$ cat src/hdl/chte_pkg.sv
`timescale 1ns / 1ps
`default_nettype none
// ----------------------------------------------------------------------------
// chte_pkg: shared types and constants of the chained hash table engine
// Word formats, codes, sizes and small helper functions used by all modules but the generic RAM.
// ----------------------------------------------------------------------------
package chte_pkg;

  // table geometry
  localparam int BINS     = 256;
  localparam int CAPACITY = 1024;
  localparam int BIN_AW   = $clog2(BINS);
  localparam int NODE_AW  = $clog2(CAPACITY);
  localparam int CNT_W    = $clog2(CAPACITY + 1);
  localparam int BC_W     = 9;
  localparam int KEY_W    = 32;

  // modulo unit: four quotient bits per cycle
  localparam int DIV_BITS  = 4;
  localparam int DIV_STEPS = KEY_W / DIV_BITS;
  localparam int DIV_CW    = $clog2(DIV_STEPS);

  // mixed hash: key bits 25:24 are folded in
  localparam int MIX_LSB = 24;

  // configuration register indexes
  localparam logic [1:0] REG_HASH_MODE  = 2'd0;
  localparam logic [1:0] REG_BIN_COUNT  = 2'd1;
  localparam logic [1:0] REG_ALLOW_DUPS = 2'd2;

  typedef enum logic [1:0] {
    ACT_INSERT = 2'd0,
    ACT_REMOVE = 2'd1,
    ACT_FIND   = 2'd2,
    ACT_CLEAR  = 2'd3
  } action_e;

  typedef enum logic [1:0] {
    ST_OK        = 2'd0,
    ST_NOT_FOUND = 2'd1,
    ST_DUPLICATE = 2'd2,
    ST_FULL      = 2'd3
  } status_e;

  typedef enum logic [1:0] {
    HM_PLAIN = 2'd0,
    HM_MIXED = 2'd1,
    HM_PAIR  = 2'd2,
    HM_NONE  = 2'd3
  } hash_mode_e;

  typedef struct packed {
    action_e            action;
    logic signed [31:0] key_a;
    logic signed [31:0] key_b;
    logic [31:0]        value;
  } in_word_t;

  typedef struct packed {
    status_e     status;
    logic [31:0] found_value;
    logic [10:0] entry_total;
  } out_word_t;

  typedef struct packed {
    hash_mode_e      hash_mode;
    logic [BC_W-1:0] bin_count;
    logic            allow_duplicates;
  } cfg_t;

  // classified request passed from front to back
  typedef struct packed {
    in_word_t          word;
    logic              hash_ok;
    logic [BIN_AW-1:0] idx;
  } q_item_t;

  // bin count in use: zero acts as one, above BINS acts as BINS
  function automatic logic [BC_W-1:0] eff_bins(input logic [BC_W-1:0] bc);
    logic [BC_W-1:0] r;
    r = bc;
    if (bc == '0) r = BC_W'(1);
    else if (bc > BC_W'(BINS)) r = BC_W'(BINS);
    return r;
  endfunction

  // one restoring step of the remainder
  function automatic logic [BIN_AW-1:0] div_step(input logic [BIN_AW-1:0] rem,
                                                 input logic bit_in,
                                                 input logic [BC_W-1:0] bc);
    logic [BC_W-1:0] r2;
    r2 = {rem, bit_in};
    if (r2 >= bc) r2 = r2 - bc;
    return r2[BIN_AW-1:0];
  endfunction

endpackage
`default_nettype wire

$ cat src/hdl/chte_queue.sv
`timescale 1ns / 1ps
`default_nettype none
// ----------------------------------------------------------------------------
// chte_queue: two-entry queue between front and back
// Lets the front classify the next request while the back walks a chain.
// ----------------------------------------------------------------------------
module chte_queue import chte_pkg::*; (
  input  wire logic    clk_i,
  input  wire logic    rst_ni,
  input  wire logic    push_i,
  input  wire q_item_t push_item_i,
  output logic         full_o,
  input  wire logic    pop_i,
  output logic         valid_o,
  output q_item_t      pop_item_o
);

  q_item_t    ent_q [2];
  logic       wptr_q, rptr_q;
  logic [1:0] cnt_q;

  assign full_o     = (cnt_q == 2'd2);
  assign valid_o    = (cnt_q != 2'd0);
  assign pop_item_o = ent_q[rptr_q];

  always_ff @(posedge clk_i) begin
    if (push_i) ent_q[wptr_q] <= push_item_i;
  end

  // pointers and fill count
  always_ff @(posedge clk_i or negedge rst_ni) begin
    if (!rst_ni) begin
      wptr_q <= 1'b0;
      rptr_q <= 1'b0;
      cnt_q  <= 2'd0;
    end else begin
      if (push_i) wptr_q <= ~wptr_q;
      if (pop_i)  rptr_q <= ~rptr_q;
      cnt_q <= cnt_q + 2'(push_i) - 2'(pop_i);
    end
  end

endmodule
`default_nettype wire

$ cat config.mk
export PLATFORM = sky130hd
export DESIGN_NAME = chte_queue
export DESIGN_NICKNAME = d
export VERILOG_FILES = /design/src/hdl/chte_pkg.sv /design/src/hdl/chte_queue.sv
export SDC_FILE = /design/constraint.sdc
export NUM_CORES = 1
export LEC_CHECK = 0
export BUFFER_PORTS_ARGS = -buffer_cell sky130_fd_sc_hd__buf_4
export CAP_MARGIN = 0
export CORE_MARGIN = 8
export CORE_UTILIZATION = 56
export CTS_CLUSTER_DIAMETER = 120
export CTS_CLUSTER_SIZE = 24
export DETAILED_ROUTE_END_ITERATION = 12
export GPL_ROUTABILITY_DRIVEN = 0
export PLACE_DENSITY = 0.91
export SLEW_MARGIN = 20
export SYNTH_ARGS = -nofsm -noshare
export SYNTH_HDL_FRONTEND = slang
export SYNTH_SLANG_ARGS = --single-unit
$ cat constraint.sdc
create_clock -name clk_i -period 11.76 [get_ports clk_i]
set_clock_uncertainty 0.05 [all_clocks]
set_input_delay 0.588 -clock clk_i [delete_from_list [all_inputs] [get_ports clk_i]]
set_output_delay 0.588 -clock clk_i [all_outputs]
set_load 0.01 [all_outputs]
* Word-level counts from Yosys, hierarchy flattened
Memories as Yosys holds them, arrays and structs flattened.
Index checks and enable logic that the tools add are counted.
** Storage, ports and cells
- Flip-flop bits (word level) :: 4
- Latch bits :: 0
- Memory bits (writable) :: 214
- Memory bits (read-only) :: 0
- Bits of input ports :: 111
- Output and inout port bits :: 109
- Word-level logic and storage cells :: 12
- Memories kept :: 1
** Memory list
- ent_q :: words 2, bits a word 107, read ports 1, clocked after memory_dff 0, wr ports 1, line chte_queue.sv:18 : q_item_t ent_q [2];
** Operators by class
- Add/sub/neg operators :: 2
- Multiply operators :: 0
- Divide/modulo/power cells :: 0
- Order comparisons :: 0
- Equal/unequal tests :: 1
- Shifts and indexed selects :: 0
- Mux-type cells :: 2
- Bitwise operators :: 2
- Reductions and logical operators :: 1
** Operator list (number)
- 2-bit by 1-bit adder with 2-bit output :: 1
- 2-bit == test (second input constant) :: 1
- 1-bit 2-to-1 mux :: 2
- 1-bit inverter :: 2
- 2-bit nonzero test :: 1
- 2-bit by 1-bit subtractor with 2-bit output :: 1

* Longest topological paths before layout
Gate-level depths: netlist (run 1).
- Word-level depth :: 2
- Depth in mapped cells :: 5
- Gate-level depth less buffers :: 5

* Worst setup path after synthesis (run 1)
Ideal clock, no wire load.
- Path kind :: input-to-reg
- Start :: input push_i
- End :: memory ent_q[0][0] in the netlist's numbering (enable)
- Data arrival time :: 5239 ps
- Path slack :: 5884 ps
- Stages :: 1
- Path through :: nor2b_1
** On the way
- Cells in the longest elaborated chain, start to end :: 2
** RTL lines
- start: declaration :: line chte_queue.sv:10 : input wire logic push_i,
- 1-bit 2-to-1 mux :: line chte_queue.sv:27 : if (push_i) ent_q[wptr_q] <= push_item_i;
- 1-bit 2-to-1 mux (implied by the code) :: line chte_queue.sv:27
- end: declaration :: line chte_queue.sv:18
Every way passes these cells.

==> impl_metrics.yaml, run 1 <==
logic_synthesis:
  synth.avg_cell_area_um2: 22.96
  ys_seq_elements: 218
  syn_nets: 461
  syn-cell-area_um2: 7990
  ys_types: 13
  ys_seq_area_share_pct: 81.68
  synthCells: 348
  synth_warnings: 0
power:
  ir_drop_mv: 0.2158
  finalPower_uw: 2294
  power.density_nw_per_um2: 225.0
  cellLeakagePower_uw: 0.003879
detailed_routing:
  viasPerCell: 5.219
  routedWlPerCell_um: 20.84
  drt_wl_total_um: 15800
  drcViolationCount: 0
  first_pass_iters: 4
  num_vias: 3956
  ant_nets: 0
  drt_iter0_drc: 246
global_routing:
  grt_overflow_total: 0
  first_global_vias: 4354
  grt_pass1_wl_um: 23290
  grt_max_degree: 59
  grt.total_usage_pct: 16.42
  antenna_found_initial: 0
worst_setup_path:
  path_class: "reg2out"
  startpoint_type: "flip-flop"
  crit_path_max_fanout: 58
  worstPathRequired_ns: 11.12
  endpoint_kind: "output port"
  worstPathArrival_ns: 2.75
die:
  die-area_um2: 18350
  core_area_um2: 13930
  die_x_um: 135.5
  die_y_um: 135.5
  std_cell_rows: 43
  io_pins: 220
  initial_utilization_pct: 57.34
cts:
  root_buffer: "clkbuf_16"
  cts_buffer_depth: 3
  htree_levels: 1
  post-cts-setup-buffers: 0
  clk_latency_ns: 0.45
  cts_tree: "yes"
  cts_resized: 0
  clkTransAtPathRegs_ns: 0.09
  cts_sinks: 218
  cts-hold-fix-buffers: 1
  numCtsBuffers: 13
timing:
  post-route-period-util_pct: 28.79
  hold_viol: 0
  layout_min_cycle_time_ns: 3.386
  tns_ns: 0
  whs_ns: 0.2609
  worst_pin_slew_ns: 0.8303
  rsz0062_at_grt: "no"
  maxSlewHeadroom_pct: 44.64
  max_freq_ghz: 0.2953
  setup_violations: 0
  finalMaxSlewViolations: 0
flow_run:
  maxCapViolations: 0
layout:
  layout_common_cells: "buf_4 (223), edfxtp_1 (214), mux2_2 (87)"
  layout.nets: 688
  diodes: 0
  layout_commonest_cell: "buf_4"
  drive_above_1_share_pct: 60.21
  final_core_util_pct: 73.19
  nFillCells: 845
  area_delta_synth_final_pct: 27.64
  fin_area_um2: 10200
placement:
  port_buffers: 219
  post_dp_cell_area_um2: 9818
  dp_hpwl_um: 11110
outcome:
  outcome: "finished, final reports clean"
min_path:
  holdCritPathClass: "in2reg"
worst paths after layout:
kind | start | to | slack (ns) | depth (start not counted)
worst max register to register | wptr_q | ent_q[1][104] | 9.49 | 2
max in group asynchronous | rst_ni | rptr_q | 11.13 | 2
worst max-delay path | rptr_q | pop_item_o[6] | 8.37 | 3
worst min-delay path | push_item_i[65] | ent_q[1][65] | 0.26 | 1
min in group asynchronous | rst_ni | cnt_q[1] | 0.42 | 2
worst min register to register | wptr_q | wptr_q | 0.52 | 1
layer usage:
metal | wire length (µm) | GRT usage, % | up-vias
met2 | 8435 | 29.96 | 167
met4 | 238 | 3.948 | 0
li1 | - | - | 1817
met5 | 0 | 0 | -
met3 | 1224 | 4.303 | 18
met1 | 5897 | 18.79 | 1954
per-stage QoR:
stage | cells | setup WS (ns)
2_1_floorplan | 348 | 5.884
3_3_place_gp | 739 | 8.862
4_1_cts | 758 | 8.323
6_report | 758 | 8.374
5_1_grt | 758 | 8.230
3_5_place_dp | 739 | 8.825
state kept, by name, indices dropped and copies added (netlist names):
register	flops
wptr_q	1
ent_q	214
rptr_q	1
cnt_q	2
report_power, final:
| group | total [µW] | internal (µW) | switching [µW] |
|---|---|---|---|
| clock network | 433 | 209 | 225 |
| registers | 1100 | 1030 | 72.1 |
| logic | 758 | 412 | 346 |
| total | 2290 | 1650 | 642 |
Yosys cell counts, drive strengths merged:
cell    number  area share, %
and2         1          0.078
edfxtp     214             80
ha           2           0.31
mux2       107             16
xor3         1           0.30
nor2b        2           0.16
xor2         2           0.22
or2          1          0.078
inv          2          0.094
buf         12            1.1
dfrtp        4            1.3
area by class of cell:
| type | count | area [µm²] | share of cell area, % |
|---|---|---|---|
| multi-input cells | 116 | 1381 | 13.54 |
| well taps | 180 | 225.2 | 2.208 |
| clock buffers | 17 | 340.3 | 3.337 |
| flip-flops and latches | 218 | 6530 | 64.03 |
| inverters | 2 | 7.507 | 0.07361 |
| repair buffers | 224 | 1684 | 16.51 |
| clock inverters | 1 | 30.03 | 0.2944 |
critical path: stages (launching register included):
cell and delay [ns]:
dfrtp_4 0.90, buf_4 0.76, mux2_2 0.42, buf_4 0.14
logic make-up (layout without fill, tap and decap cells):
group | after synthesis | count (layout) | synth area share, %
xor+xnor | 3 | 3 | 0.5168
fa+ha+maj | 2 | 2 | 0.3131
buf+inv | 14 | 244 | 1.159
simple gates | 4 | 4 | 0.3133
mux | 107 | 107 | 16.02
flops | 218 | 218 | 81.68
Power figures use the tool's default switching activity.
==> inputs of run 2 (changes only) <==
--- a/config.mk
+++ b/config.mk
@@ -8,12 +8,12 @@
 export BUFFER_PORTS_ARGS = -buffer_cell sky130_fd_sc_hd__buf_4
 export CAP_MARGIN = 0
 export CORE_MARGIN = 8
-export CORE_UTILIZATION = 56
+export CORE_UTILIZATION = 47
 export CTS_CLUSTER_DIAMETER = 120
 export CTS_CLUSTER_SIZE = 24
 export DETAILED_ROUTE_END_ITERATION = 12
 export GPL_ROUTABILITY_DRIVEN = 0
-export PLACE_DENSITY = 0.91
+export PLACE_DENSITY = 0.82
 export SLEW_MARGIN = 20
 export SYNTH_ARGS = -nofsm -noshare
 export SYNTH_HDL_FRONTEND = slang
==> constraint.sdc (replaced) <==
create_clock -name clk_i -period 2.85 [get_ports clk_i]
set_clock_uncertainty 0.05 [all_clocks]
set_input_delay 0.1425 -clock clk_i [delete_from_list [all_inputs] [get_ports clk_i]]
set_output_delay 0.1425 -clock clk_i [all_outputs]
set_load 0.01 [all_outputs]
==> run 2 against run 1 <==
Compared with the run above:
- sequential power rose to 4.1 times the previous value
- via count is 13% higher
- combinational power rose to 4.5 times the previous value
- largest power group unchanged
==> impl_metrics.yaml, run 2 (synthesized netlist as in run 1, its figures left out) <==
outcome:
  outcome: "finished, final reports clean"
worst_setup_path:
  max_stage_delay_ns: 0.69
  endpoint_kind: "output port"
  cp_cell_sequence: "buf_12 > mux2_2 > buf_4"
  crit_family: "flip-flops"
  crit_path_max_fanout: 42
  cp_num_buf_inv: 2
  worstPathArrival_ns: 2.04
  slowest_stage: "dfrtp_4"
  worstPathRequired_ns: 2.66
  path_class: "reg2out"
  startpoint_type: "flip-flop"
die:
  die_y_um: 146.4
  core_area_um2: 16580
  initial_utilization_pct: 48.18
  die_x_um: 146.4
  io_pins: 220
  die-area_um2: 21430
  std_cell_rows: 47
detailed_routing:
  routedWlPerCell_um: 19.89
  num_vias: 4486
  drt_iter0_drc: 159
  viasPerCell: 4.897
  ant_nets: 0
  drt_wl_total_um: 18220
  first_pass_iters: 4
  drcViolationCount: 0
timing:
  layout_min_cycle_time_ns: 2.232
  tns_ns: 0
  rsz0062_at_grt: "no"
  max_freq_ghz: 0.4480
  setup_violations: 0
  worst_pin_slew_ns: 0.8794
  hold_viol: 0
  maxSlewHeadroom_pct: 41.37
  post-route-period-util_pct: 78.31
  finalMaxSlewViolations: 0
cts:
  post-cts-setup-buffers: 0
  clk_latency_ns: 0.46
  clkTransAtPathRegs_ns: 0.10
  cts_buffer_depth: 3
  root_buffer: "clkbuf_16"
  htree_levels: 1
  cts_tree: "yes"
  cts_sinks: 218
  numCtsBuffers: 13
layout:
  top_regs: "ent_q x214, cnt_q x2"
  layout_common_cells: "buf_4 (222), edfxtp_1 (214), dlygate4sd3_1 (111)"
  largest_reg_flops: 214
  area_delta_synth_final_pct: 43.02
  drive_above_1_share_pct: 50.58
  layout_commonest_cell: "buf_4"
  top_register: "ent_q"
  layout.nets: 800
placement:
  port_buffers: 219
  dp_hpwl_um: 11260
global_routing:
  antenna_found_initial: 2
  grt_pass1_wl_um: 28130
  grt_max_degree: 65
  first_global_vias: 5127
  grt.total_usage_pct: 16.46
  grt_overflow_total: 0
power:
  cellLeakagePower_uw: 0.004369
  ir_drop_mv: 1.004
  power.density_nw_per_um2: 856.3
  finalPower_uw: 9785
min_path:
  holdCritPathClass: "in2reg"
flow_run:
  maxCapViolations: 0
[run 2: cell types whose count changed in the layout (fill, tap and decap cells not counted)]
cell,change
diode_2,+2
buf_12,+3
clkbuf_1,+3
buf_4,-1
dlygate4sd3_1,+110
inv_6,+1
[run 2: report_power, final]
| group | internal, µW | switching, µW | total (µW) |
|---|---|---|---|
| clock | 886 | 975 | 1860 |
| sequential | 4250 | 241 | 4490 |
| combinational | 1860 | 1570 | 3430 |
[run 2: worst paths after layout]
check	start	cells after the start	endpoint	slack, ns
min in group asynchronous	rst_ni	3	rptr_q	0.56
max in group asynchronous	rst_ni	3	rptr_q	1.98
worst max register to register	wptr_q	2	ent_q[0][85]	1.13
worst min-delay path	push_item_i[78]	2	ent_q[0][78]	0.35
worst max-delay path	rptr_q	3	pop_item_o[1]	0.62
worst min register to register	wptr_q	1	wptr_q	0.50
[run 2: per-stage QoR]
stage               hold slack, ns  utilization (%)  area (µm²)  worst slack (ns)  instances
global route                0.3241            68.91       11430            0.5381        916
finish                      0.3451            68.91       11430            0.6180        916
detailed placement         -0.1041            59.82        9921             1.118        781
CTS                         0.3211            68.88       11420            0.5906        914
global placement           -0.1078            59.82        9921             1.162        781
floorplan                  -0.2031                -        7999            0.3653        348
[run 2: area by class of cell]
class | instances | area [µm²]
repair buffers | 336 | 2838
fillers | 1044 | 5156
clock buffers | 20 | 351.6
diodes | 2 | 5.005
well taps | 220 | 275.3
multi-input cells | 116 | 1381
inverters | 2 | 7.507
flip-flops and latches | 218 | 6530
clock inverters | 2 | 38.79
[run 2: timing repair]
action                                 CTS  global route
hold buffers                           111             0
endpoints found under the hold margin  221             0
resized for setup                        0             0
[run 2: per-layer routing]
| metal | vias to the layer above | track usage [%] | wire length, µm | part of all wire [%] |
|---|---|---|---|---|
| li1 | 2050 | - | - | - |
| met1 | 2244 | 17.87 | 6813 | 37 |
| met2 | 165 | 30.35 | 9757 | 54 |
| met3 | 27 | 5.006 | 1241 | 6.8 |
| met4 | 0 | 4.585 | 403 | 2.2 |
| met5 | - | 0 | 0 | 0 |
