--- src/hdl/chte_pkg.sv ---
`timescale 1ns / 1ps
`default_nettype none
// ----------------------------------------------------------------------------
// chte_pkg: shared types and constants of the chained hash table engine
// Word formats, codes, sizes and small helper functions used by all modules but the generic RAM.
// ----------------------------------------------------------------------------
package chte_pkg;

  // table geometry
  localparam int BINS     = 256;
  localparam int CAPACITY = 1024;
  localparam int BIN_AW   = $clog2(BINS);
  localparam int NODE_AW  = $clog2(CAPACITY);
  localparam int CNT_W    = $clog2(CAPACITY + 1);
  localparam int BC_W     = 9;
  localparam int KEY_W    = 32;

  // modulo unit: four quotient bits per cycle
  localparam int DIV_BITS  = 4;
  localparam int DIV_STEPS = KEY_W / DIV_BITS;
  localparam int DIV_CW    = $clog2(DIV_STEPS);

  // mixed hash: key bits 25:24 are folded in
  localparam int MIX_LSB = 24;

  // configuration register indexes
  localparam logic [1:0] REG_HASH_MODE  = 2'd0;
  localparam logic [1:0] REG_BIN_COUNT  = 2'd1;
  localparam logic [1:0] REG_ALLOW_DUPS = 2'd2;

  typedef enum logic [1:0] {
    ACT_INSERT = 2'd0,
    ACT_REMOVE = 2'd1,
    ACT_FIND   = 2'd2,
    ACT_CLEAR  = 2'd3
  } action_e;

  typedef enum logic [1:0] {
    ST_OK        = 2'd0,
    ST_NOT_FOUND = 2'd1,
    ST_DUPLICATE = 2'd2,
    ST_FULL      = 2'd3
  } status_e;

  typedef enum logic [1:0] {
    HM_PLAIN = 2'd0,
    HM_MIXED = 2'd1,
    HM_PAIR  = 2'd2,
    HM_NONE  = 2'd3
  } hash_mode_e;

  typedef struct packed {
    action_e            action;
    logic signed [31:0] key_a;
    logic signed [31:0] key_b;
    logic [31:0]        value;
  } in_word_t;

  typedef struct packed {
    status_e     status;
    logic [31:0] found_value;
    logic [10:0] entry_total;
  } out_word_t;

  typedef struct packed {
    hash_mode_e      hash_mode;
    logic [BC_W-1:0] bin_count;
    logic            allow_duplicates;
  } cfg_t;

  // classified request passed from front to back
  typedef struct packed {
    in_word_t          word;
    logic              hash_ok;
    logic [BIN_AW-1:0] idx;
  } q_item_t;

  // bin count in use: zero acts as one, above BINS acts as BINS
  function automatic logic [BC_W-1:0] eff_bins(input logic [BC_W-1:0] bc);
    logic [BC_W-1:0] r;
    r = bc;
    if (bc == '0) r = BC_W'(1);
    else if (bc > BC_W'(BINS)) r = BC_W'(BINS);
    return r;
  endfunction

  // one restoring step of the remainder
  function automatic logic [BIN_AW-1:0] div_step(input logic [BIN_AW-1:0] rem,
                                                 input logic bit_in,
                                                 input logic [BC_W-1:0] bc);
    logic [BC_W-1:0] r2;
    r2 = {rem, bit_in};
    if (r2 >= bc) r2 = r2 - bc;
    return r2[BIN_AW-1:0];
  endfunction

endpackage
`default_nettype wire

--- src/hdl/chte_front.sv ---
`timescale 1ns / 1ps
`default_nettype none
// ----------------------------------------------------------------------------
// chte_front: request intake and bin index calculation
// Hashes the key and reduces it to a bin index, by mask or by a
// four-bit-per-cycle remainder unit, then hands the request to the queue.
// ----------------------------------------------------------------------------
module chte_front import chte_pkg::*; (
  input  wire logic     clk_i,
  input  wire logic     rst_ni,
  input  wire cfg_t     cfg_i,
  input  wire logic     in_valid_i,
  output logic          in_stall_o,
  input  wire in_word_t in_word_i,
  output logic          push_o,
  output q_item_t       push_item_o,
  input  wire logic     full_i
);

  typedef enum logic [1:0] {
    F_IDLE,
    F_DIV,
    F_PUSH
  } front_state_e;

  front_state_e      state_q, state_d;
  in_word_t          word_q, word_d;
  logic              ok_q, ok_d;
  logic [BIN_AW-1:0] idx_q, idx_d;
  logic [KEY_W-1:0]  h_q, h_d;
  logic [DIV_CW-1:0] cnt_q, cnt_d;

  logic [BC_W-1:0]   bc;
  logic [BC_W-1:0]   bc_m1;
  logic              pow2;
  logic [KEY_W-1:0]  hash;
  logic [KEY_W-1:0]  ka;
  logic [BIN_AW-1:0] rem_step;

  assign bc    = eff_bins(cfg_i.bin_count);
  assign bc_m1 = bc - BC_W'(1);
  assign pow2  = (bc & bc_m1) == '0;
  assign ka    = $unsigned(in_word_i.key_a);

  // hash of the incoming key
  always_comb begin
    unique case (cfg_i.hash_mode)
      HM_MIXED: hash = (ka << 2) + KEY_W'(ka[MIX_LSB+1:MIX_LSB]);
      HM_PAIR:  hash = ka + $unsigned(in_word_i.key_b);
      default:  hash = ka;
    endcase
  end

  // four restoring steps on the top nibble
  always_comb begin
    rem_step = idx_q;
    for (int i = 0; i < DIV_BITS; i++) begin
      rem_step = div_step(rem_step, h_q[KEY_W-1-i], bc);
    end
  end

  // next state
  always_comb begin
    state_d = state_q;
    word_d  = word_q;
    ok_d    = ok_q;
    idx_d   = idx_q;
    h_d     = h_q;
    cnt_d   = cnt_q;
    push_o  = 1'b0;
    unique case (state_q)
      F_IDLE: begin
        if (in_valid_i) begin
          word_d = in_word_i;
          ok_d   = (cfg_i.hash_mode != HM_NONE);
          h_d    = hash;
          cnt_d  = '0;
          if (in_word_i.action == ACT_CLEAR || cfg_i.hash_mode == HM_NONE) begin
            idx_d   = '0;
            state_d = F_PUSH;
          end else if (pow2) begin
            idx_d   = hash[BIN_AW-1:0] & bc_m1[BIN_AW-1:0];
            state_d = F_PUSH;
          end else begin
            idx_d   = '0;
            state_d = F_DIV;
          end
        end
      end
      F_DIV: begin
        idx_d = rem_step;
        h_d   = h_q << DIV_BITS;
        cnt_d = cnt_q + DIV_CW'(1);
        if (cnt_q == DIV_CW'(DIV_STEPS - 1)) state_d = F_PUSH;
      end
      F_PUSH: begin
        if (!full_i) begin
          push_o  = 1'b1;
          state_d = F_IDLE;
        end
      end
      default: state_d = F_IDLE;
    endcase
  end

  assign in_stall_o  = (state_q != F_IDLE);
  assign push_item_o = '{word: word_q, hash_ok: ok_q, idx: idx_q};

  always_ff @(posedge clk_i or negedge rst_ni) begin
    if (!rst_ni) state_q <= F_IDLE;
    else         state_q <= state_d;
  end

  always_ff @(posedge clk_i) begin
    word_q <= word_d;
    ok_q   <= ok_d;
    idx_q  <= idx_d;
    h_q    <= h_d;
    cnt_q  <= cnt_d;
  end

endmodule
`default_nettype wire

--- config.mk ---
export PLATFORM = sky130hd
export DESIGN_NAME = chte_front
export DESIGN_NICKNAME = d
export VERILOG_FILES = /design/src/hdl/chte_pkg.sv /design/src/hdl/chte_front.sv
export SDC_FILE = /design/constraint.sdc
export NUM_CORES = 1
export LEC_CHECK = 0
export BUFFER_PORTS_ARGS = -buffer_cell sky130_fd_sc_hd__buf_2
export CORE_AREA = 2 2 110 165
export DETAILED_ROUTE_END_ITERATION = 10
export DIE_AREA = 0 0 112 167
export HOLD_SLACK_MARGIN = 0.06
export PLACE_DENSITY = 0.83
export SLEW_MARGIN = 25
export SYNTH_ARGS = -nofsm -noshare
export SYNTH_HDL_FRONTEND = slang
export SYNTH_SLANG_ARGS = --single-unit
--- constraint.sdc ---
create_clock -name clk_i -period 22.5 [get_ports clk_i]
set_clock_uncertainty 0.2 [all_clocks]
set_input_delay 3.375 -clock clk_i [delete_from_list [all_inputs] [get_ports clk_i]]
set_output_delay 3.375 -clock clk_i [all_outputs]
set_load 0.05 [all_outputs]
# Word-level counts from Yosys, hierarchy flattened
# Cells that the tools add are included.
# Widths: inputs -> output; s select.
# word_totals
input_bits,114
word_cells,67
reg_bits,144
output_inout_bits,109
# op_classes
reduce_logical,9
bitwise,2
magnitude_cmp,5
n_addsub,8
n_eq_ne,11
n_mux,23
# op_table
cell,n
$pmux 32 s2,2
$mux 8,7
$ge 9x9->1,4
$add 32x2->32,1
$add 32x32->32,1
$mux 32,1
$sub 8x8->8,4
$logic_not 9->1,2
$mux 9,2
$pmux 8 s2,1
$mux 2,5
$and 9x9->9,1
$gt 9x9->1 const B,1
$sub 9x1->9 const B,1
$and 8x8->8,1
$eq 2x2->1 const B,4
$ne 2x2->1 const B,4
$pmux 2 s3,1
$pmux 3 s2,1
$eq 2x1->1 const B,2
$reduce_and 2->1,2
$reduce_bool 2->1,2
$add 3x1->3 const B,1
$eq 3x3->1 const B,1
other kinds (5),6

# Logic depth before layout (Yosys ltp)
# Gate-level depths: netlist (run 1).
# depth
word_depth,12
mapped_depth,41
depth_no_buf,39

# Least setup slack after synthesis (run 1)
# Ideal clock, no wire load.
# synth_path
kind,input port to flip-flop
from,in cfg_i[4] in the netlist's numbering
to,reg idx_q[1] (data pin)
t_required_ns,22.038
arrival_ns,10.550
n_path_buf,1
setup_slack_ns,11.487
stages,37
setup_time_ns,0.262
path_cell_list,nor4_1 nor2b_1 a21oi_1 nor2_1 ha_1 inv_1 fa_1 a21oi_1 nor2b_1 nor2_1 o21bai_1 a21oi_1 xor2_1 o21ai_0 ha_1 and3_1 nand4_1 nand2_1 a21o_1 a31oi_4 mux2i_1 ha_1 nor2b_4 o31a_1 o31a_1 o41ai_4 nand2_2 o21a_1 ha_1 a21o_1 a21oi_1 o21ai_0 a31oi_1 o21a_1 clkbuf_1 a21oi_1 or2_2
# synth_between
elab_chain_cells,12
word_cells_on_any_way,24
classes_between,add/sub (5); order compare (5); mux (10); bitwise (2); reduce/logical (2)
# synth_rtl
element,line,text
start: declaration,chte_front.sv:11,"input wire cfg_t cfg_i,"
$gt 9x9->1,chte_pkg.sv:83,else if (bc > BC_W'(BINS)) r = BC_W'(BINS);
$mux 9,chte_pkg.sv:83,
$mux 9 *,chte_pkg.sv:82,if (bc == '0) r = BC_W'(1);
$sub 8x8->8 / $ge 9x9->1 (equally long branches),chte_pkg.sv:93,if (r2 >= bc) r2 = r2 - bc;
$mux 8,chte_pkg.sv:93,
$sub 8x8->8 / $ge 9x9->1 (equally long branches),chte_pkg.sv:93,
$mux 8,chte_pkg.sv:93,
$ge 9x9->1 / $sub 8x8->8 (equally long branches),chte_pkg.sv:93,
$mux 8,chte_pkg.sv:93,
$sub 8x8->8 / $ge 9x9->1 (equally long branches),chte_pkg.sv:93,
$mux 8,chte_pkg.sv:93,
$pmux 8 s2 *,chte_front.sv:71,unique case (state_q)
net idx_d[1],chte_front.sv:29,"logic [BIN_AW-1:0] idx_q, idx_d;"
end signal: assignment,chte_front.sv:117,idx_q <= idx_d;
end: declaration,chte_front.sv:29,
# The timed path passes the listed nets; every way through them passes the cells marked *. The select of a mux whose other input is x is not followed.
# A chain may end at the register's enable or synchronous reset.

# Worst setup path in the final report (run 1)
# layout_path
from,in cfg_i[4] in the netlist's numbering
to,reg idx_q[3] (data pin)
# layout_between
elab_chain_cells,12
word_cells_on_any_way,24
classes_between,add/sub (5); order compare (5); mux (10); bitwise (2); reduce/logical (2)
# layout_rtl
element,line
$gt 9x9->1,chte_pkg.sv:83
$mux 9,chte_pkg.sv:83
$mux 9 *,chte_pkg.sv:82
$sub 8x8->8 / $ge 9x9->1 (equally long branches),chte_pkg.sv:93
$mux 8,chte_pkg.sv:93
$sub 8x8->8 / $ge 9x9->1 (equally long branches),chte_pkg.sv:93
$mux 8,chte_pkg.sv:93
$sub 8x8->8 / $ge 9x9->1 (equally long branches),chte_pkg.sv:93
$mux 8,chte_pkg.sv:93
$sub 8x8->8 / $ge 9x9->1 (equally long branches),chte_pkg.sv:93
$mux 8,chte_pkg.sv:93
$pmux 8 s2 *,chte_front.sv:71
net idx_d[3],chte_front.sv:29
# Marked as above.

==> results of run 1 <==
==> cells by family after synthesis <==
group	count (synthesis)	synth area share
XOR/XNOR	41	0.0391
flip-flops	144	0.469
AO/OA/AOI/OAI	281	0.206
multiplexers	17	0.0218
AND/OR/NAND/NOR	210	0.114
buffers and inverters	71	0.0308
adder cells (fa/ha/maj)	85	0.120
==> final timing paths <==
check / startpoint / to / slack [ns] / cells past startpoint
worst max-delay path: cfg_i[4] / idx_q[3]$_DFFE_PP_ / 10.08 / 34
worst min-delay path: h_q[2]$_SDFFCE_PP0P_ / h_q[6]$_DFFE_PP_ / 0.34 / 2
worst max register to register: idx_q[5]$_DFFE_PP_ / idx_q[3]$_DFFE_PP_ / 13.71 / 30
worst min register to register: h_q[2]$_SDFFCE_PP0P_ / h_q[6]$_DFFE_PP_ / 0.34 / 2
max in group asynchronous: rst_ni / state_q[0]$_DFFE_PN0P_ / 19.50 / 1
min in group asynchronous: rst_ni / state_q[1]$_DFFE_PN0P_ / 2.51 / 1
==> cells in the final DEF, fill, tap and decap left out, types with 9 or more instances in the layout <==
| cell type | n |
|---|---|
| sky130_fd_sc_hd__nand3_1 | 10 |
| sky130_fd_sc_hd__inv_1 | 36 |
| sky130_fd_sc_hd__a221oi_1 | 18 |
| sky130_fd_sc_hd__o21ai_0 | 65 |
| sky130_fd_sc_hd__buf_2 | 221 |
| sky130_fd_sc_hd__o21a_1 | 19 |
| sky130_fd_sc_hd__edfxtp_1 | 142 |
| sky130_fd_sc_hd__nand4_1 | 12 |
| sky130_fd_sc_hd__nor2_1 | 56 |
| sky130_fd_sc_hd__a21o_1 | 36 |
| sky130_fd_sc_hd__o22ai_1 | 9 |
| sky130_fd_sc_hd__nor2b_1 | 14 |
| sky130_fd_sc_hd__nor3_1 | 15 |
| sky130_fd_sc_hd__nand2_1 | 48 |
| sky130_fd_sc_hd__xor2_1 | 17 |
| sky130_fd_sc_hd__clkbuf_16 | 17 |
| sky130_fd_sc_hd__ha_1 | 80 |
| sky130_fd_sc_hd__xnor2_1 | 24 |
| sky130_fd_sc_hd__a21oi_1 | 66 |
==> per-layer routing <==
| metal | GRT usage | vias up | share of wire |
|---|---|---|---|
| li1 | - | 3690 | - |
| met1 | 0.298 | 3747 | 0.36 |
| met2 | 0.487 | 339 | 0.54 |
| met3 | 0.0459 | 86 | 0.051 |
| met4 | 0.135 | 0 | 0.047 |
| met5 | 0 | - | 0 |
==> flip-flops by register name (all words and copies together) (netlist names) <==
name	count
h_q	32
ok_q	1
push_item_o	98
state_q	2
idx_q	8
cnt_q	3
==> tightest hold or removal path: stages, from the launching register on <==
cell	delay (ns)
sky130_fd_sc_hd__edfxtp_1	0.33
sky130_fd_sc_hd__nand2_1	0.05
sky130_fd_sc_hd__o21ai_0	0.06
==> cell type report <==
| class | count | area [sq um] | area share |
|---|---|---|---|
| clock inverters | 15 | 174 | 0.0157 |
| inverters | 37 | 139 | 0.0125 |
| repair buffers | 229 | 1170 | 0.105 |
| flip-flops and latches | 144 | 4310 | 0.389 |
| multi-input cells | 634 | 4610 | 0.416 |
| clock buffers | 17 | 425 | 0.0383 |
| well taps | 213 | 267 | 0.0240 |
==> Yosys cell counts, drive strengths merged (3+ instances only) <==
master,n,area [sq um]
inv,36,135
a22oi,3,22.5
fa,5,100
a31oi,7,58.8
mux2,12,150
or3,8,50.1
and4,3,26.3
and3,7,43.8
o2111ai,3,26.3
nand2,49,186
nand4,12,75.1
nor3b,3,22.5
mux2i,5,50.1
o21ai,67,335
a21oi,69,357
buf,8,45.0
nor2,58,218
nand3,10,50.1
a221o,5,50.1
xnor2,24,210
a21o,36,270
a211o,3,26.3
nand2b,8,50.1
o211ai,3,22.5
o21bai,3,22.5
o31a,3,26.3
nor3,15,75.1
a211oi,5,37.5
or2,3,18.8
nor2b,16,108
edfxtp,142,4260
o22ai,9,56.3
clkbuf,26,98.8
o21a,19,143
o221ai,7,61.3
and2,6,37.5
a221oi,19,173
xor2,17,149
nor4,6,37.5
nand3b,3,22.5
a21boi,3,22.5
o32ai,3,26.3
ha,80,1000
==> stage by stage <==
| stage | instance area, sq um | util | worst slack (ns) |
|---|---|---|---|
| global route | 11100 | 0.643 | 9.49 |
| detailed placement | 10500 | 0.608 | 9.72 |
| CTS | 11100 | 0.643 | 10.16 |
| floorplan | 9190 | - | 11.49 |
| global placement | 10500 | 0.608 | 10.0 |
| finish | 11100 | 0.643 | 10.08 |
==> results, run 1 <==
- The flow ran to the end, and the final reports show no timing, DRC or antenna violations.
- The number of nets in the layout is 1,262.
- The number of clock buffers inserted by TritonCTS is 17.
- At the pin with the least slew margin, the transition time is 0.945 ns.
- The iteration-0 DRC count of the detailed router is 670.
- Excluding fillers, the count of instances in the completed layout stands at 1,289.
- The die footprint is 18,700 sq um.
- Clock-pin slew was measured on the worst setup and hold paths at 0.07 ns.
- The post-DP HPWL is 18,500 um.
- The total grt overflow is 0.
- The relative slew slack is 0.370.
- Setup violations remaining at the end of the flow were counted as 0.
- Entering global routing, the biggest net connects 76 pins.
- The fill cell total of the finished layout is 1,408.
- In this run the worst path has a maximum fanout of 12.
- For this run, the leading register cell type out of synthesis is sky130_fd_sc_hd__edfxtp_1.
- The critical path contains buffers and inverters numbering 3 combined.
- The die is 112 um wide.
- Routability-driven placement finished with a final weighted congestion of 0.880.
- On the critical path, the stage with the largest delay is an instance of sky130_fd_sc_hd__nor2_1.
- The fraction of synthesis flops using an asynchronous set or reset pin is 0.0139.
- The largest incremental delay on the critical path is 0.67 ns.
- Hold is met by 0.343 ns.
- The maximum clock rate is 80.5 MHz.
- The final count of hold timing violations is 0.
- The number of placed instances, taps included, is 1,257.
- In this run the core area contains 59 standard-cell rows.
- The die extent in y is 167 um.
- The final routed wirelength across all metal layers is 25,000 um.
- Pin placement for this block handled 223 I/O pins.
- The layout-stage area growth over the synthesis result is 20.7%.
- For the worst setup path, the data required time is 22.49 ns.
- The cell family contributing the most delay on the critical path is compound AO/OA/AOI/OAI gates.
- The synthesis warning total is 0.
- The initial utilization of the core area, before any placement, comes to 0.532.
- The proportion of synthesized chip area in sequential cells is 0.469.
- Across every metal layer, demand over resource in global routing totals 0.267.
- The post-synthesis cell count is 849.
- Setup repair after global routing left no endpoint under its margin.
- The via count is 7,862.
- The H-tree was split into 4 levels.
- Dividing the detail-routed wire length by the instance count gives 19.4 um.
- In the routed design, unresolved DRC markers number 0.
- The average cell area after synthesis is 10.8 sq um.
- The first detailed-routing pass took 6 iterations.
- STA classifies the critical path startpoint as an input pin.
- The unique cell type count in the Yosys netlist is 72.
- The number of flops mapped to enable cells by yosys is 142.
- The clock reaches the later pin of the worst-skew pair after 0.43 ns.
- The residual antenna-violating net count after detailed routing is 0.
- The global-route wire length before repair is 39,600 um.
- The number of pins exceeding their max-slew limit in the final report is 0.
- The via count of the first global-routing pass was 7,839.
- The cell chosen for the clock root is sky130_fd_sc_hd__clkbuf_16.
- The reported max-cap violation count is 0.
- The register bit count reported by yosys is 144.
- The number of antenna repair diodes is 0.
- The count of buffers from port buffering is 221.
- Dividing the detail-routed via count by the number of cells gives 6.10.
- The share of final-layout standard cells stronger than drive strength 1 is 0.271.
- The post-synthesis net count is 1,048.
- The placeable core region is 17,300 sq um.
- The arrival time at the worst endpoint is 12.41 ns.
- The path class of the tightest hold or removal check is reg -> reg.
- The kind of end point of the critical path is a register.
- The number of resized instances in the post-cts repair step is 0.
- For this design, the CTS-stage hold fixing added 0 buffers.
- The number of antenna violations at the first check in global routing came to 0.
- The synthesized netlist occupies a cell area of 9190 sq um.
- In this run the deepest clock path goes through 2 buffers.
- The post-CTS repair timing setup buffer count is 0.
- The share of the clock period used by the worst path is 0.552.
- The final setup TNS is 0 ns.
- The TritonCTS clock tree is yes.
- Subtracting the final worst setup slack from the clock period gives 12.42 ns.
- The most prevalent standard cell on the critical path is sky130_fd_sc_hd__ha_1.
- The clock drives 144 sinks.
- The category of the critical setup timing path is in -> reg.
Power of run 1 is left out: the tool's default activity adds up to more than one toggle a clock period on the data nets, which glitch-free logic cannot reach.
==> inputs of run 2 (changes only) <==
--- a/config.mk
+++ b/config.mk
@@ -6,11 +6,11 @@
 export NUM_CORES = 1
 export LEC_CHECK = 0
 export BUFFER_PORTS_ARGS = -buffer_cell sky130_fd_sc_hd__buf_2
-export CORE_AREA = 2 2 110 165
+export CORE_AREA = 2 2 115 173
 export DETAILED_ROUTE_END_ITERATION = 10
-export DIE_AREA = 0 0 112 167
+export DIE_AREA = 0 0 117 175
 export HOLD_SLACK_MARGIN = 0.06
-export PLACE_DENSITY = 0.83
+export PLACE_DENSITY = 0.8
 export SLEW_MARGIN = 25
 export SYNTH_ARGS = -nofsm -noshare
 export SYNTH_HDL_FRONTEND = slang
==> constraint.sdc (replaced) <==
create_clock -name clk_i -period 11.2 [get_ports clk_i]
set_clock_uncertainty 0.2 [all_clocks]
set_input_delay 1.68 -clock clk_i [delete_from_list [all_inputs] [get_ports clk_i]]
set_output_delay 1.68 -clock clk_i [all_outputs]
set_load 0.05 [all_outputs]
==> results, run 2 (synthesis results as in run 1) <==
- The flow ran to the end, and the final reports show no timing, DRC or antenna violations.
- The worst min-delay path class is reg -> reg.
- Of the available clock period, the critical path in the final layout requires 0.907.
- The area of the multi-input gates is 4610 sq um (unchanged).
- The final cell utilization of the core is 0.587 (-0.0559).
- For this run, the top clock speed supported by timing is 98.5 MHz.
- The global placement routability congestion is 0.918 (+4.4%).
- The worst-case clock buffer depth came to 2 (unchanged).
- The final setup TNS was 0 ns (unchanged).
- The via count of the first global-routing pass is 7,586 (-3.2%).
- The number of H-tree branching levels is 4 (unchanged).
- The setup slack after layout was 1.05 ns (-9.03 ns).
- The die footprint is 20,500 sq um (+9.5%).
- The register cell area after layout is 4310 sq um (unchanged).
- The number of nets in the layout is 1,263 (+0.079%).
- The final cell area excluding filler cells is 11,100 sq um (+0.45%).
- The number of clock buffers inserted by TritonCTS is 17 (unchanged).
- The count of buffers from port buffering was 221 (unchanged).
- The share of final-layout standard cells stronger than drive strength 1 is 0.272 (+0.000677).
- The largest incremental delay on the critical path is 0.45 ns (-0.22 ns).
- The site row count is 62 (+5.1%).
- The residual DRC count is 0 (unchanged).
- The post-CTS repair timing setup buffer count is 0 (unchanged).
- The placeable core region is 19,000 sq um (+10%).
- The cell chosen for the clock root is sky130_fd_sc_hd__clkbuf_16.
- The most common cell after layout, fill and taps aside is sky130_fd_sc_hd__buf_2.
- Broken down by cell family, the worst path's largest delay share belongs to compound AO/OA/AOI/OAI gates.
- For the finished layout, the period the worst path requires is 10.15 ns.
- STA classifies the critical path endpoint as a register.
- The number of pins exceeding their max-slew limit in the final report is 0 (unchanged).
- The largest individual stage delay along the critical path comes from the cell sky130_fd_sc_hd__mux2i_1.
- The global-route wire length before repair was 38,200 um (-3.6%).
- The worst setup timing slack at the placement stage is 0.724 ns (-9.00 ns).
- By startpoint and endpoint, the worst setup path is classified as in -> reg.
- The highest net fanout along the worst path is 11 (-1).
- The routed length per placed instance came to 18.7 um (-3.6%).
- The iteration-0 DRC count of the detailed router came to 643 (-4.0%).
- The flip-flop count of the largest register, all copies and words added is 98 (unchanged).
- The worst setup path is launched from an input pin.
- The arrival time at the worst endpoint was 10.14 ns (-2.27 ns).
- The number of resized instances in the post-cts repair step is 0 (unchanged).
- From synthesis to final layout, the design area changed by 21.3%.
- Setup repair after global routing left no endpoint under its margin.
- The fill cell total of the finished layout came to 1,633 (+16%).
- In the layout the commonest cells are sky130_fd_sc_hd__buf_2 (221), sky130_fd_sc_hd__edfxtp_1 (142), sky130_fd_sc_hd__ha_1 (80).
- The TritonCTS clock tree is yes.
- The via count came to 7,861 (-0.013%).
- The die width is 117 um (+4.5%).
- The die extent in y is 175 um (+4.8%).
- The number of top-level pins came to 223 (unchanged).
- The required time at the worst-slack endpoint is 11.19 ns (-11.30 ns).
- The total grt overflow is 0 (unchanged).
- The starting density of the core came to 0.484 (-0.0485).
- The pin count of the biggest net entering global routing is 76 (unchanged).
- The clock slew at the register clock pins of the worst setup and hold paths is 0.06 ns (about the same).
- The number of antenna repair diodes is 0 (unchanged).
- The first-pass detailed-route iteration total is 5 (-1).
- The number of failing setup endpoints in the final timing report is 0 (unchanged).
- The clock latency reported for the late side of the worst-skew pair is 0.43 ns (about the same).
- The post-detailed-route via-to-cell ratio is 5.90 (-3.3%).
- The hold-fix buffer count after cts came to 0 (unchanged).
- The number of clock sinks is 144 (unchanged).
- The number of antenna violations at the first check in global routing came to 0 (unchanged).
- The aggregate global-route resource usage is 0.244 (-0.0234).
- The reported max-cap violation count is 0 (unchanged).
- The relative slew slack came to 0.372 (+0.00254).
- The actual transition at the worst max-transition pin was 0.941 ns (-0.00380 ns).
- The cell area after placement was 10,600 sq um (+0.58%).
- The final routed wirelength across all metal layers is 24,900 um (-0.32%).
- The post-DP HPWL is 18,600 um (+0.56%).
- The final count of hold timing violations is 0 (unchanged).
- The buffering stage count on the worst path with inverters included was 4 (+1).
- The residual antenna-violating net count after detailed routing is 0 (unchanged).
[run 2: metrics by stage]
step	cells	hold slack, ns
final	1333	0.335
after global routing	1333	0.361
after CTS	1333	0.335
after detailed placement	1301	0.323
after global placement	1301	0.311
after floorplan	849	0.281
[run 2: routing by layer]
layer  part of all wire  vias up  global-route usage
met4              0.053        0               0.135
met5                  0        -                   0
met3              0.055      106              0.0437
met1               0.36     3693               0.270
li1                   -     3706                   -
met2               0.53      356               0.432
[run 2: worst min-delay path, delay by kind of cell, from the launching register on]
kind            cells  cell delay, ns
simple gates        1            0.04
compound gates      1            0.06
flops               1            0.32
[run 2: cell type report]
type                            count  share of cell area
Clock inverter                     12              0.0109
Inverter                           37              0.0125
Multi-Input combinational cell    634               0.414
Tap cell                          256              0.0287
Sequential cell                   144               0.387
Clock buffer                       20              0.0419
Timing Repair Buffer              230               0.105
[run 2: path summary, 6_finish.rpt]
| kind | startpoint | to | slack (ns) | depth (start not counted) |
|---|---|---|---|---|
| setup reg to reg | idx_q[5]$_DFFE_PP_ | idx_q[3]$_DFFE_PP_ | 2.79 | 30 |
| hold / removal | h_q[22]$_DFFE_PP_ | h_q[26]$_DFFE_PP_ | 0.34 | 2 |
| min in group asynchronous | rst_ni | state_q[1]$_DFFE_PN0P_ | 0.82 | 1 |
| max in group asynchronous | rst_ni | state_q[0]$_DFFE_PN0P_ | 9.89 | 1 |
| hold reg to reg | h_q[22]$_DFFE_PP_ | h_q[26]$_DFFE_PP_ | 0.34 | 2 |
| setup / recovery | cfg_i[4] | idx_q[3]$_DFFE_PP_ | 1.05 | 39 |
Power of run 2 is left out for the same reason.
==> inputs of run 3 (changes only) <==
--- a/config.mk
+++ b/config.mk
@@ -6,9 +6,11 @@
 export NUM_CORES = 1
 export LEC_CHECK = 0
 export BUFFER_PORTS_ARGS = -buffer_cell sky130_fd_sc_hd__buf_2
-export CORE_AREA = 2 2 115 173
+export CELL_PAD_IN_SITES_DETAIL_PLACEMENT = 0
+export CELL_PAD_IN_SITES_GLOBAL_PLACEMENT = 1
+export CORE_AREA = 2 2 131 196
 export DETAILED_ROUTE_END_ITERATION = 10
-export DIE_AREA = 0 0 117 175
+export DIE_AREA = 0 0 133 198
 export HOLD_SLACK_MARGIN = 0.06
 export PLACE_DENSITY = 0.8
 export SLEW_MARGIN = 25
==> results, run 3 (synthesis results as in run 1) <==
- The first-pass detailed-route iteration total is 4 (-1).
- The worst setup path is captured at a register.
- The highest net fanout along the worst path is 11 (unchanged).
- The clock latency reported for the late side of the worst-skew pair came to 0.44 ns (about the same).
- The hold-fix buffer count after cts is 0 (unchanged).
- The site row count is 71 (+15%).
- The reported max-cap violation count is 0 (unchanged).
- The worst min-delay path class is reg -> reg.
- The number of standard cells in the layout, taps in and fillers out came to 1,405 (+5.4%).
- On the critical path, the stage with the largest delay is an instance of sky130_fd_sc_hd__fa_1.
- The starting density of the core is 0.371 (-0.113).
- The global placement routability congestion is 0.851 (-7.4%).
- The share of the clock period used by the worst path is 0.880 (-0.0262).
- The number of resized instances in the post-cts repair step is 0 (unchanged).
- The required time at the worst-slack endpoint is 11.19 ns (about the same).
- The number of nets in the layout is 1,264 (+0.079%).
- The fill cell total of the finished layout is 2,363 (+45%).
- The via count is 7,560 (-3.8%).
- The residual antenna-violating net count after detailed routing is 0 (unchanged).
- The routed length per placed instance was 18.1 um (-2.9%).
- The global-route wire length before repair is 39,700 um (+3.8%).
- The aggregate global-route resource usage is 0.196 (-0.0480).
- The post-DP HPWL is 19,500 um (+4.7%).
- In this run the clock root is driven by a sky130_fd_sc_hd__clkbuf_16.
- The pin count of the biggest net entering global routing came to 74 (-2.6%).
- The largest incremental delay on the critical path was 0.41 ns (-0.04 ns).
- The library cell used most frequently in the layout, excluding fill and tap cells, is sky130_fd_sc_hd__buf_2.
- Compared with the post-synthesis result, the final layout area differs by 21.9%.
- The actual transition at the worst max-transition pin was 0.940 ns (-0.00183 ns).
- The cell count after placement was 1,374 (+5.6%).
- The clock slew at the register clock pins of the worst setup and hold paths came to 0.06 ns (about the same).
- The number of H-tree branching levels is 4 (unchanged).
- The share of final-layout standard cells stronger than drive strength 1 is 0.270 (-0.00254).
- The post-CTS repair timing setup buffer count is 0 (unchanged).
- The category of the critical setup timing path is in -> reg.
- The placeable core region is 24,800 sq um (+30%).
- The number of top-level pins is 223 (unchanged).
- The via count of the first global-routing pass is 7,609 (+0.30%).
- The startpoint identified for the worst register-to-register timing path is idx_q[5]$_DFFE_PP_.
- The die width is 133 um (+14%).
- The final routed wirelength across all metal layers is 25,500 um (+2.4%).
- The arrival time at the worst endpoint was 9.85 ns (-0.29 ns).
- The number of pins exceeding their max-slew limit in the final report is 0 (unchanged).
- In this run the most critical hold path is launched from h_q[22]$_DFFE_PP_.
- Leaving out fill and tap cells, the most frequent cells in the layout are sky130_fd_sc_hd__buf_2 (221), sky130_fd_sc_hd__edfxtp_1 (142), sky130_fd_sc_hd__ha_1 (80).
- The number of failing setup endpoints in the final timing report is 0 (unchanged).
- The iteration-0 DRC count of the detailed router is 485 (-25%).
- The worst-case clock buffer depth is 2 (unchanged).
- TritonCTS built the clock tree.
- The count of buffers from port buffering was 221 (unchanged).
- The launching element type of the critical path is an input pin.
- The total grt overflow came to 0 (unchanged).
- The maximum clock rate came to 101 MHz (+3.0%).
- The post-detailed-route via-to-cell ratio came to 5.38 (-8.8%).
- The flip-flop count of the largest register, all copies and words added came to 98 (unchanged).
- The number of clock sinks is 144 (unchanged).
- Setup repair after global routing left no endpoint under its margin.
- The relative slew slack was 0.374 (+0.00122).
- The number of antenna violations at the first check in global routing was 1 (+1).
- The final count of hold timing violations was 0 (unchanged).
- The die extent in y is 198 um (+13%).
- The final setup TNS is 0 ns (unchanged).
- The flow ran to the end, and the final reports show no timing, DRC or antenna violations.
- The die footprint came to 26,300 sq um (+29%).
- The minimum clock period after layout was 9.86 ns (-0.294 ns).
- Tracing the worst setup path back leads to its startpoint at cfg_i[4].
- The residual DRC count is 0 (unchanged).
- The number of clock buffers inserted by TritonCTS is 17 (unchanged).
[run 3: worst max-delay path, delay by kind of cell]
family | cells | cell delay, ns
AOI/OAI and AO/OA | 20 | 4.14
xor gates and xnor gates | 1 | 0.08
adders and majority gates | 5 | 1.59
buffers and inverters | 4 | 0.40
muxes | 1 | 0.39
and+or+nand+nor | 9 | 1.58
[run 3: worst paths after layout]
| check | slack, ns | cells past startpoint | end |
|---|---|---|---|
| setup / recovery | 1.34 | 40 | idx_q[3]$_DFFE_PP_ |
| hold / removal | 0.35 | 2 | h_q[26]$_DFFE_PP_ |
| setup reg to reg | 3.06 | 32 | idx_q[3]$_DFFE_PP_ |
| hold reg to reg | 0.35 | 2 | h_q[26]$_DFFE_PP_ |
| max in group asynchronous | 9.89 | 1 | state_q[1]$_DFFE_PN0P_ |
| min in group asynchronous | 0.81 | 1 | state_q[0]$_DFFE_PN0P_ |
[run 3: cell type report]
class	count	area (sq um)	area share
antenna	1	2.50	0.000223
inverter	37	139	0.0124
timing repair buffer	231	1180	0.105
clock inverter	12	114	0.0102
tap	328	410	0.0366
sequential	144	4310	0.385
clock buffer	18	429	0.0383
multi-input combinational	634	4610	0.412
[run 3: stage by stage]
| stage | area (sq um) | utilization | setup slack (ns) | hold slack [ns] |
|---|---|---|---|---|
| floorplan | 9190 | - | 1.88 | 0.281 |
| global placement | 10700 | 0.430 | 1.02 | 0.311 |
| detailed placement | 10700 | 0.430 | 0.910 | 0.323 |
| CTS | 11200 | 0.452 | 1.34 | 0.338 |
| global route | 11200 | 0.452 | 0.663 | 0.380 |
| finish | 11200 | 0.452 | 1.34 | 0.347 |
[run 3: per-layer routing]
| layer | up-vias | global-route usage | share of wire |
|---|---|---|---|
| li1 | 3701 | - | - |
| met1 | 3608 | 0.210 | 0.38 |
| met2 | 198 | 0.367 | 0.55 |
| met3 | 53 | 0.0394 | 0.039 |
| met4 | 0 | 0.0928 | 0.035 |
| met5 | - | 0 | 0 |
Power of run 3 is left out for the same reason.
